==> src/positional_list_store_defines.svh <==
// ----------------------------------------------------------------------------
// positional_list_store_defines
// Assertion macros used by the list store RTL.
// ----------------------------------------------------------------------------
`ifndef POSITIONAL_LIST_STORE_DEFINES_SVH
`define POSITIONAL_LIST_STORE_DEFINES_SVH

// Same-cycle implication, disabled while in reset.
`define PLS_ASSERT_NOW(lbl, ante, cons, msg) \
  lbl: assert property (@(posedge clk) disable iff (rst) (ante) |-> (cons)) \
    else $error(msg);

// Next-cycle implication, disabled while in reset.
`define PLS_ASSERT_NEXT(lbl, ante, cons, msg) \
  lbl: assert property (@(posedge clk) disable iff (rst) (ante) |=> (cons)) \
    else $error(msg);

`endif

==> src/pls_pkg.sv <==
// ----------------------------------------------------------------------------
// pls_pkg
// Types and codes for the positional list store.
// ----------------------------------------------------------------------------
package pls_pkg;

  typedef enum logic [1:0] {
    ACT_INSERT = 2'd0,
    ACT_REMOVE = 2'd1,
    ACT_READ   = 2'd2
  } action_t;

  typedef enum logic [1:0] {
    ST_OK    = 2'd0,
    ST_RANGE = 2'd1,
    ST_FULL  = 2'd2
  } status_t;

  typedef struct packed {
    logic [1:0]  action;
    logic [4:0]  position;
    logic [31:0] item_in;
  } request_t;

  typedef struct packed {
    logic [31:0] item_out;
    logic [1:0]  status;
    logic [4:0]  count;
    logic        is_empty;
  } response_t;

  // Shift commands broadcast along the cell row.
  typedef struct packed {
    logic ins;
    logic rem;
  } cell_ctl_t;

endpackage

==> src/positional_list_store.sv <==
// ----------------------------------------------------------------------------
// positional_list_store
// Ordered word list with insert, remove and read at a 1-based position.
// ----------------------------------------------------------------------------
// Usage:
//   request channel (in_valid/in_ready/request) carries action, position and
//   the word to insert; response channel (out_valid/out_ready/response)
//   returns one beat per request: the word removed or read, a status code,
//   the entry count after the operation and an empty flag.
//   cfg_we/cfg_wdata set the capacity; write it only while the block is idle.
// Response: the response beat is registered, valid in the cycle after its request beat.
// Throughput: one request per cycle while responses are taken. All slots shift in the same cycle in a
//   row of DEPTH cells, so inserts and removes cost no more than reads; the
//   single output register is the only hold point.
// Stall: while a response waits for out_ready, in_ready is low; a response
//   taken in the same cycle frees the register for the next request.
// Reset: count goes to zero, capacity to 16, the output register empties.
//   Slot contents are not cleared; slots past the count are never read.
// Errors (position out of range, insert on a full list) leave the list as is.
// ----------------------------------------------------------------------------
`include "positional_list_store_defines.svh"

module positional_list_store #(
  parameter int DEPTH      = 16,
  parameter int WORD_WIDTH = 32
) (
  input  logic                clk,
  input  logic                rst,
  input  logic                cfg_we,
  input  logic [4:0]          cfg_wdata,
  input  logic                in_valid,
  output logic                in_ready,
  input  pls_pkg::request_t   request,
  output logic                out_valid,
  input  logic                out_ready,
  output pls_pkg::response_t  response
);
  import pls_pkg::*;

  localparam int CW   = $clog2(DEPTH + 1);
  localparam int CMPW = ((CW > 5) ? CW : 5) + 1;

  logic [4:0]            capacity;
  logic [CW-1:0]         count;
  logic [CW-1:0]         count_next;
  logic                  in_fire;
  cell_ctl_t             ctl;
  cell_ctl_t             ctl_op;
  status_t               status_next;
  logic                  take_word;
  logic [CMPW-1:0]       cnt_w;
  logic [CMPW-1:0]       pos_w;
  logic                  pos_ok_rd;
  logic                  pos_ok_ins;
  logic                  full;
  logic [CW-1:0]         first;
  logic [WORD_WIDTH-1:0] word_in;
  logic [WORD_WIDTH-1:0] tap_or;
  logic [WORD_WIDTH-1:0] words [DEPTH];
  logic [WORD_WIDTH-1:0] taps  [DEPTH];
  logic [31:0]           item_next;

  assign in_ready = !out_valid || out_ready;
  assign in_fire  = in_valid && in_ready;

  assign cnt_w      = CMPW'(count);
  assign pos_w      = CMPW'(request.position);
  assign pos_ok_rd  = (request.position != 5'd0) && (pos_w <= cnt_w);
  assign pos_ok_ins = (request.position != 5'd0) && (pos_w <= cnt_w + 1'b1);
  assign full       = (cnt_w >= CMPW'(capacity)) || (cnt_w >= CMPW'(DEPTH));
  assign first      = CW'(request.position - 5'd1);
  assign word_in    = WORD_WIDTH'(request.item_in);

  always_comb begin
    ctl_op      = '0;
    status_next = ST_OK;
    count_next  = count;
    take_word   = 1'b0;
    case (request.action)
      ACT_INSERT: begin
        if (full) begin
          status_next = ST_FULL;
        end else if (!pos_ok_ins) begin
          status_next = ST_RANGE;
        end else begin
          ctl_op.ins = 1'b1;
          count_next = count + 1'b1;
        end
      end
      ACT_REMOVE: begin
        if (!pos_ok_rd) begin
          status_next = ST_RANGE;
        end else begin
          ctl_op.rem = 1'b1;
          take_word  = 1'b1;
          count_next = count - 1'b1;
        end
      end
      ACT_READ: begin
        if (!pos_ok_rd) begin
          status_next = ST_RANGE;
        end else begin
          take_word = 1'b1;
        end
      end
      default: begin
        status_next = ST_RANGE;
      end
    endcase
  end

  assign ctl = in_fire ? ctl_op : '0;

  for (genvar i = 0; i < DEPTH; i++) begin : g_cell
    logic [WORD_WIDTH-1:0] left_w;
    logic [WORD_WIDTH-1:0] right_w;
    if (i == 0) begin : g_first
      assign left_w = '0;
    end else begin : g_mid_l
      assign left_w = words[i-1];
    end
    if (i == DEPTH - 1) begin : g_last
      assign right_w = '0;
    end else begin : g_mid_r
      assign right_w = words[i+1];
    end
    pls_cell #(
      .CW         (CW),
      .WORD_WIDTH (WORD_WIDTH),
      .INDEX      (i)
    ) u_cell (
      .clk     (clk),
      .ctl     (ctl),
      .first   (first),
      .last    (count),
      .word_in (word_in),
      .left    (left_w),
      .right   (right_w),
      .word    (words[i]),
      .tap     (taps[i])
    );
  end

  // only the addressed slot drives a nonzero tap
  always_comb begin
    tap_or = '0;
    for (int i = 0; i < DEPTH; i++) begin
      tap_or = tap_or | taps[i];
    end
  end

  assign item_next = take_word ? 32'(tap_or) : 32'd0;

  always_ff @(posedge clk) begin
    if (rst) begin
      capacity  <= 5'd16;
      count     <= '0;
      out_valid <= 1'b0;
    end else begin
      if (cfg_we) begin
        capacity <= cfg_wdata;
      end
      if (in_fire) begin
        count     <= count_next;
        out_valid <= 1'b1;
      end else if (out_ready) begin
        out_valid <= 1'b0;
      end
    end
  end

  always_ff @(posedge clk) begin
    if (in_fire) begin
      response.item_out <= item_next;
      response.status   <= status_next;
      response.count    <= 5'(count_next);
      response.is_empty <= (count_next == '0);
    end
  end

  `PLS_ASSERT_NOW(a_count_bound, 1'b1, CMPW'(count) <= CMPW'(DEPTH), "count above depth")
  `PLS_ASSERT_NEXT(a_ins_grows, in_fire && ctl_op.ins, count == $past(count) + 1'b1, "insert did not grow count")
  `PLS_ASSERT_NEXT(a_err_keeps, in_fire && (status_next != ST_OK), $stable(count), "error changed count")
  `PLS_ASSERT_NEXT(a_resp_follows, in_fire, out_valid && (response.count == 5'(count)), "response count mismatch")

endmodule

==> src/pls_cell.sv <==
// ----------------------------------------------------------------------------
// pls_cell
// One list slot: holds a word, takes the inserted word or a neighbor's on a shift.
// ----------------------------------------------------------------------------
module pls_cell #(
  parameter int CW         = 5,
  parameter int WORD_WIDTH = 32,
  parameter int INDEX      = 0
) (
  input  logic                     clk,
  input  pls_pkg::cell_ctl_t       ctl,
  input  logic [CW-1:0]            first,
  input  logic [CW-1:0]            last,
  input  logic [WORD_WIDTH-1:0]    word_in,
  input  logic [WORD_WIDTH-1:0]    left,
  input  logic [WORD_WIDTH-1:0]    right,
  output logic [WORD_WIDTH-1:0]    word,
  output logic [WORD_WIDTH-1:0]    tap
);
  import pls_pkg::*;

  localparam logic [CW-1:0] IDX      = CW'(INDEX);
  localparam logic [CW-1:0] IDX_NEXT = CW'(INDEX + 1);

  logic hit;

  assign hit = (IDX == first);
  assign tap = hit ? word : '0;

  always_ff @(posedge clk) begin
    if (ctl.ins) begin
      if (hit) begin
        word <= word_in;
      end else if (IDX > first && IDX <= last) begin
        word <= left;
      end
    end else if (ctl.rem) begin
      // close the gap: slots from the removed one up to count-2 pull from above
      if (IDX >= first && IDX_NEXT < last) begin
        word <= right;
      end
    end
  end

endmodule
==> config.mk <==
export PLATFORM = sky130hd
export DESIGN_NAME = positional_list_store
export DESIGN_NICKNAME = d
export VERILOG_FILES = /design/src/pls_pkg.sv /design/src/positional_list_store.sv /design/src/pls_cell.sv
export VERILOG_INCLUDE_DIRS = /design/src /design/src/src
export SDC_FILE = /design/constraint.sdc
export NUM_CORES = 1
export LEC_CHECK = 0
export BUFFER_PORTS_ARGS = -buffer_cell sky130_fd_sc_hd__buf_2
export CAP_MARGIN = 10
export CORE_AREA = 2 2 305 307
export CTS_CLUSTER_SIZE = 8
export DETAILED_ROUTE_END_ITERATION = 8
export DIE_AREA = 0 0 307 309
export PLACE_DENSITY = 0.49
export SYNTH_ARGS = -nofsm -noshare
export SYNTH_HDL_FRONTEND = slang
export SYNTH_SLANG_ARGS = --single-unit
==> constraint.sdc <==
create_clock -name clk -period 12.85 [get_ports clk]
set_clock_uncertainty 0.1 [all_clocks]
set_input_delay 3.855 -clock clk [delete_from_list [all_inputs] [get_ports clk]]
set_output_delay 3.855 -clock clk [all_outputs]
set_load 0.005 [all_outputs]
==> impl_metrics.ini, run 1 <==
[outcome]
status = finished, final reports clean

[finish]
syn_to_final_growth_pct = 11.3
multi_input_area_um2 = 13900
seq_area_um2 = 16800
finalNonFillerCells = 4557
layout-drive-gt1-share_pct = 9.20
nets = 3433
fillers = 9194

[place]
place_congestion = 0.828
place_inst = 4460
dp_hpwl_um = 70200
io_buffers = 90

[routing]
routedWlPerCell_um = 27.9
viasPerCell = 6.11
drtIter0Drc = 3579
ant_nets = 0
vias = 27800
drtPass1Iterations = 9
routed_wl_um = 127000
remaining_drc_errors = 0

[clock_network]
cts_setup_buffers = 0
cts_tree = built
path_clk_slew_ns = 0.05
htree_levels = 3
ctsHoldBuffers = 0
clockRootBuffer = clkbuf_16
numCtsBuffers = 81
insertion_delay_ns = 0.63
clock_path_buffers = 3
cts-resized-gates = 0
cts_sinks = 563

[synthesis]
ys_async_sr_fraction_pct = 0
syn_avg_cell_area_um2 = 9.26
yosysUniqueCellTypes = 67
synth-seq-cells = 563
synth_warnings = 0
netlist_area_um2 = 31800
synthCells = 3432
synthesis.nets = 3508
synth_enable_flop_cells = 552
synthFlopType = edfxtp_1
ys_seq_area_share_pct = 52.9

[global_route]
grt_start_max_net_pins = 105
grt_usage_pct = 26.3
grt_pass1_vias = 26300
grt_pass1_wl_um = 185000
grt_overflow = 0
antenna_found_initial = 5

[timing]
min_period_ns = 8.47
tns_ns = 0
drv_slew = 0
max_freq_ghz = 0.118
worst_pin_slew_ns = 1.29
rsz0062_at_grt = false
fin_crit_sh_pct = 65.9
slew_headroom_pct = 14.1
setup_viol = 0
hold_viol = 0
holdWs_ns = 0.387

[worst_setup_path]
cp-start-kind = input port
crit_path_end_kind = flip-flop
cp_max_fo = 104
critPathKind = in2reg
required_ns = 13.06
cp_data_arrival_time_ns = 8.68

[die]
die_h_um = 309
rows = 111
core-area_um2 = 91400
initial_core_util_pct = 34.8
die_w_um = 307
ios = 91
dieArea_um2 = 94900

[pwr]
power.density_nw_per_um2 = 124
leakagePower_nw = 12.1
ir_drop_uv = 80.0

[job]
maxCapViolCount = 0

[hold_path]
hold_path.class = reg2reg
==> layer usage <==
metal | global-route usage, % | share of wire (%)
met1 | 36.4 | 42
met5 | 0 | 0
met4 | 8.54 | 3.0
met3 | 3.94 | 8.8
met2 | 42.3 | 46
==> sequential cells by signal, indices dropped and copies added (netlist names) <==
name                flops
capacity                5
count                   5
g_cell.u_cell.word    512
out_valid               1
response               40
==> Yosys cell counts, types with 5 or more instances <==
master	n	area, um^2
nand2_1	952	3570
edfxtp_1	552	16600
nor2_1	346	1300
a31oi_1	324	2030
clkbuf_1	195	732
o21ai_0	188	941
mux2i_1	172	1720
a21oi_1	112	561
a22oi_1	90	676
buf_2	85	425
nand3_1	63	315
a222oi_1	54	541
buf_1	33	124
ha_1	27	338
and3_1	24	150
a221oi_1	20	175
a22o_1	20	175
inv_1	19	71.3
and4_1	15	131
and2_1	11	68.8
dfxtp_1	11	220
nor3_1	8	40.0
o2bb2ai_1	8	70.1
nand2b_1	7	43.8
a211oi_1	5	37.5
nor4_1	5	31.3
o21a_1	5	37.5
o21ai_1	5	25.0
xnor2_1	5	43.8
==> critical path, cell delays in order <==
cell     delay [ns]
buf_2          0.40
inv_1          0.25
ha_1           0.48
nor2b_1        0.30
nand2_1        0.19
nand2_1        0.13
nor4_2         0.24
buf_4          0.64
buf_4          0.89
buf_4          0.92
a31oi_1        0.19
==> final timing paths <==
path          startpoint                         end  slack, ns  depth (start not counted)
max          request[32]  g_cell[13].u_cell.word[12]       4.38                         11
min          capacity[4]                 capacity[4]       0.39                          2
max reg2reg     count[2]  g_cell[10].u_cell.word[26]       7.08                         10
min reg2reg  capacity[4]                 capacity[4]       0.39                          2
==> logic make-up (layout without fill, tap and decap cells) <==
logic type,count (synthesis),count (layout),share of synthesized area (%)
and+or+nand+nor,1454,1454,18.3
AOI/OAI and AO/OA,869,869,17.7
DFF,563,563,52.9
buffers and inverters,340,278,4.46
muxes,173,173,5.45
adders and majority gates,27,27,1.06
xor gates and xnor gates,6,6,0.165
other,0,1,0
==> per-stage QoR <==
step	setup slack, ns	power (W)	util, %	instance area, um^2
floorplan	3.36	0.00229	-	31800
global placement	3.96	0.00244	36.3	33200
CTS	4.49	0.00442	38.7	35400
detailed placement	3.83	0.00245	36.3	33200
finish	4.38	0.00440	38.7	35400
global route	3.98	0.00451	38.7	35400
==> layout make-up <==
type	count	area share, %
multi-input cells	2529	39.2
diodes	1	0.00707
flip-flops and latches	563	47.5
repair buffers	161	2.78
inverters	21	0.223
clock buffers	91	6.02
clock inverters	5	0.113
well taps	1186	4.20
==> placed cells by master (no fill, tap or decap), types with 20 or more instances in the layout <==
cell / n
mux2i_1: 172
buf_2: 90
nand2_1: 942
o21ai_0: 188
buf_4: 71
a22o_1: 20
edfxtp_1: 552
ha_1: 25
clkbuf_16: 84
a31oi_1: 324
nor2_1: 338
a21oi_1: 106
a22oi_1: 89
a221oi_1: 20
a222oi_1: 54
and3_1: 23
nand3_1: 63
==> power by group <==
group          internal [W]  switching (W)
registers           0.00203      0.0000152
clock network       0.00115       0.000830
logic              0.000102       0.000267
total               0.00328        0.00111
No activity file was read; power rests on OpenSTA's default activity.
==> inputs of run 2 (changes only) <==
--- a/config.mk
+++ b/config.mk
@@ -6,12 +6,13 @@
 export SDC_FILE = /design/constraint.sdc
 export NUM_CORES = 1
 export LEC_CHECK = 0
+export ABC_AREA = 1
 export BUFFER_PORTS_ARGS = -buffer_cell sky130_fd_sc_hd__buf_2
 export CAP_MARGIN = 10
-export CORE_AREA = 2 2 305 307
+export CORE_AREA = 2 2 310 312
 export CTS_CLUSTER_SIZE = 8
 export DETAILED_ROUTE_END_ITERATION = 8
-export DIE_AREA = 0 0 307 309
+export DIE_AREA = 0 0 312 314
 export PLACE_DENSITY = 0.49
 export SYNTH_ARGS = -nofsm -noshare
 export SYNTH_HDL_FRONTEND = slang
==> constraint.sdc (replaced) <==
create_clock -name clk -period 8 [get_ports clk]
set_clock_uncertainty 0.1 [all_clocks]
set_input_delay 2.4 -clock clk [delete_from_list [all_inputs] [get_ports clk]]
set_output_delay 2.4 -clock clk [all_outputs]
set_load 0.005 [all_outputs]
==> impl_metrics.ini, run 2 <==
[die]
rows = 113
dieArea_um2 = 98000
initial_core_util_pct = 34.8
die_w_um = 312
core-area_um2 = 94400
ios = 91
die_h_um = 314

[finish]
nets = 3859
reg_top3 = g_cell.u_cell.word (512), response (40)
largest_reg_flops = 512
largest-register = g_cell.u_cell.word
layout-drive-gt1-share_pct = 8.22
final_common_cell = nand2_1
finish.utilization_pct = 38.7
fillers = 9646
diodes = 0
final_cell_mix = 752 x nand2_1, 552 x edfxtp_1, 512 x inv_1, 394 x o211ai_1, 292 x o21ai_0
syn_to_final_growth_pct = 11.2

[synthesis]
synth_top_area_share_pct = 50.4
synthesis.nets = 3928
synthTopCellsByArea = edfxtp_1 50%, o211ai_1 9.0%, nand2_1 8.6%
synthFlopType = edfxtp_1
synth-seq-cells = 563
synth-compound-area-share_pct = 23.1
ys_seq_area_share_pct = 51.1
synthCells = 3852
netlist_area_um2 = 32900
ys_async_sr_fraction_pct = 0
yosysUniqueCellTypes = 41
yosys.area_share.simple_pct = 14.2
syn_avg_cell_area_um2 = 8.54
synthMuxAreaShare_pct = 0
synth_xor_xnor_area_share_pct = 0.179
synth_enable_flop_cells = 552
yosys-top-cells-count = 757 x nand2_1, 552 x edfxtp_1, 516 x inv_1
yosysTopAreaCell = edfxtp_1
synth_warnings = 0
synth.most_common_cell = nand2_1
synth_fa_ha_area_share_pct = 1.03
synth_top_family_by_area = compound AO/OA/AOI/OAI gates

[clock_network]
insertion_delay_ns = 0.63
cts_tree = built
cts-resized-gates = 0
ctsHoldBuffers = 0
clockRootBuffer = clkbuf_16
cts_sinks = 563
htree_levels = 3
path_clk_slew_ns = 0.05
clock_path_buffers = 3
numCtsBuffers = 80
cts_setup_buffers = 0

[pwr]
leakagePower_nw = 13.2
ir_drop_uv = 129
power.density_nw_per_um2 = 195

[place]
io_buffers = 90
post-place-ws_ns = 1.55
dp_hpwl_um = 72300
place_congestion = 0.823

[timing]
fin_ws_ns = 2.20
rsz0062_at_grt = false
fin_crit_sh_pct = 72.5
hold_viol = 0
setup_viol = 0
max_freq_ghz = 0.172
holdWs_ns = 0.373
drv_slew = 0
min_period_ns = 5.80
slew_headroom_pct = 26.4
tns_ns = 0
worst_pin_slew_ns = 1.10

[global_route]
antenna_found_initial = 4
grt_start_max_net_pins = 223
grt_usage_pct = 24.4
grt_pass1_vias = 27300
grt_overflow = 0
grt_pass1_wl_um = 180000

[worst_setup_path]
crit_slowest_cell = inv_2
cp_max_fo = 29
path_cells = buf_2 -> inv_2 -> ha_1 -> nand3_1 -> nand2_1 -> nand2_2 -> inv_2 -> buf_4 -> nand3_2 -> a21oi_4 -> buf_4
cp_top_family = buffers and inverters
worstReg2RegStart = count[3]
critical_path_buf_inv_count = 5
cp_data_arrival_time_ns = 6.00
crit_path_end_kind = flip-flop
critPathKind = in2reg
critPathLaunch = request[32]
cp-start-kind = input port
required_ns = 8.20
max_stage_delay_ns = 0.81

[outcome]
status = finished, final reports clean

[routing]
routed_wl_um = 122000
remaining_drc_errors = 0
routedWlPerCell_um = 24.0
drtIter0Drc = 3086
vias = 28600
viasPerCell = 5.65
drtPass1Iterations = 6
ant_nets = 0

[job]
maxCapViolCount = 0

[hold_path]
hp-start = capacity[3]
hold_path.class = reg2reg
[run 2: worst min-delay path, delay by kind of cell (launching register included)]
family	cells	cell delay, ns
buffers and inverters	1	0.07
flip-flops	1	0.29
AO/OA/AOI/OAI	1	0.07
[run 2: metal layers]
layer	vias up	global-route usage [%]	wire [um]
li1	13300	-	-
met1	13900	34.3	53800
met2	1195	39.2	55500
met3	197	3.29	8820
met4	0	7.52	3450
met5	-	0	0
[run 2: power by group]
part | internal, W | switching (W) | total, W
clock | 0.00179 | 0.00130 | 0.00309
sequential | 0.00330 | 0.0000365 | 0.00334
combinational | 0.000178 | 0.000523 | 0.000702
total | 0.00527 | 0.00186 | 0.00713
[run 2: stage by stage]
stage / cells / power (W) / cell area (um^2)
floorplan: 3852 / 0.00382 / 32900
global placement: 4966 / 0.00409 / 34500
detailed placement: 4966 / 0.00409 / 34500
CTS: 5060 / 0.00719 / 36600
global route: 5060 / 0.00737 / 36600
finish: 5060 / 0.00713 / 36600
[run 2: logic make-up after synthesis]
| logic type | count (synthesis) |
|---|---|
| AND/OR/NAND/NOR | 1159 |
| adder cells (fa/ha/maj) | 27 |
| XOR/XNOR | 5 |
| flip-flops | 563 |
| AO/OA/AOI/OAI | 1258 |
| buffers and inverters | 840 |
[run 2: layout make-up]
type                            instances  area, um^2  share of cell area (%)
Timing Repair Buffer                  162        1120                    3.05
Clock buffer                           89        2060                    5.63
Multi-Input combinational cell       2449       13000                    35.5
Tap cell                             1265        1580                    4.33
Clock inverter                          5        40.0                   0.110
Inverter                              527        1990                    5.43
Sequential cell                       563       16800                    45.9
[run 2: path summary, 6_finish.rpt]
path | end | slack [ns] | depth (start not counted)
setup / recovery | g_cell[14].u_cell.word[8] | 2.20 | 11
hold reg to reg | capacity[3] | 0.37 | 2
hold / removal | capacity[3] | 0.37 | 2
setup reg to reg | g_cell[4].u_cell.word[25] | 3.08 | 14
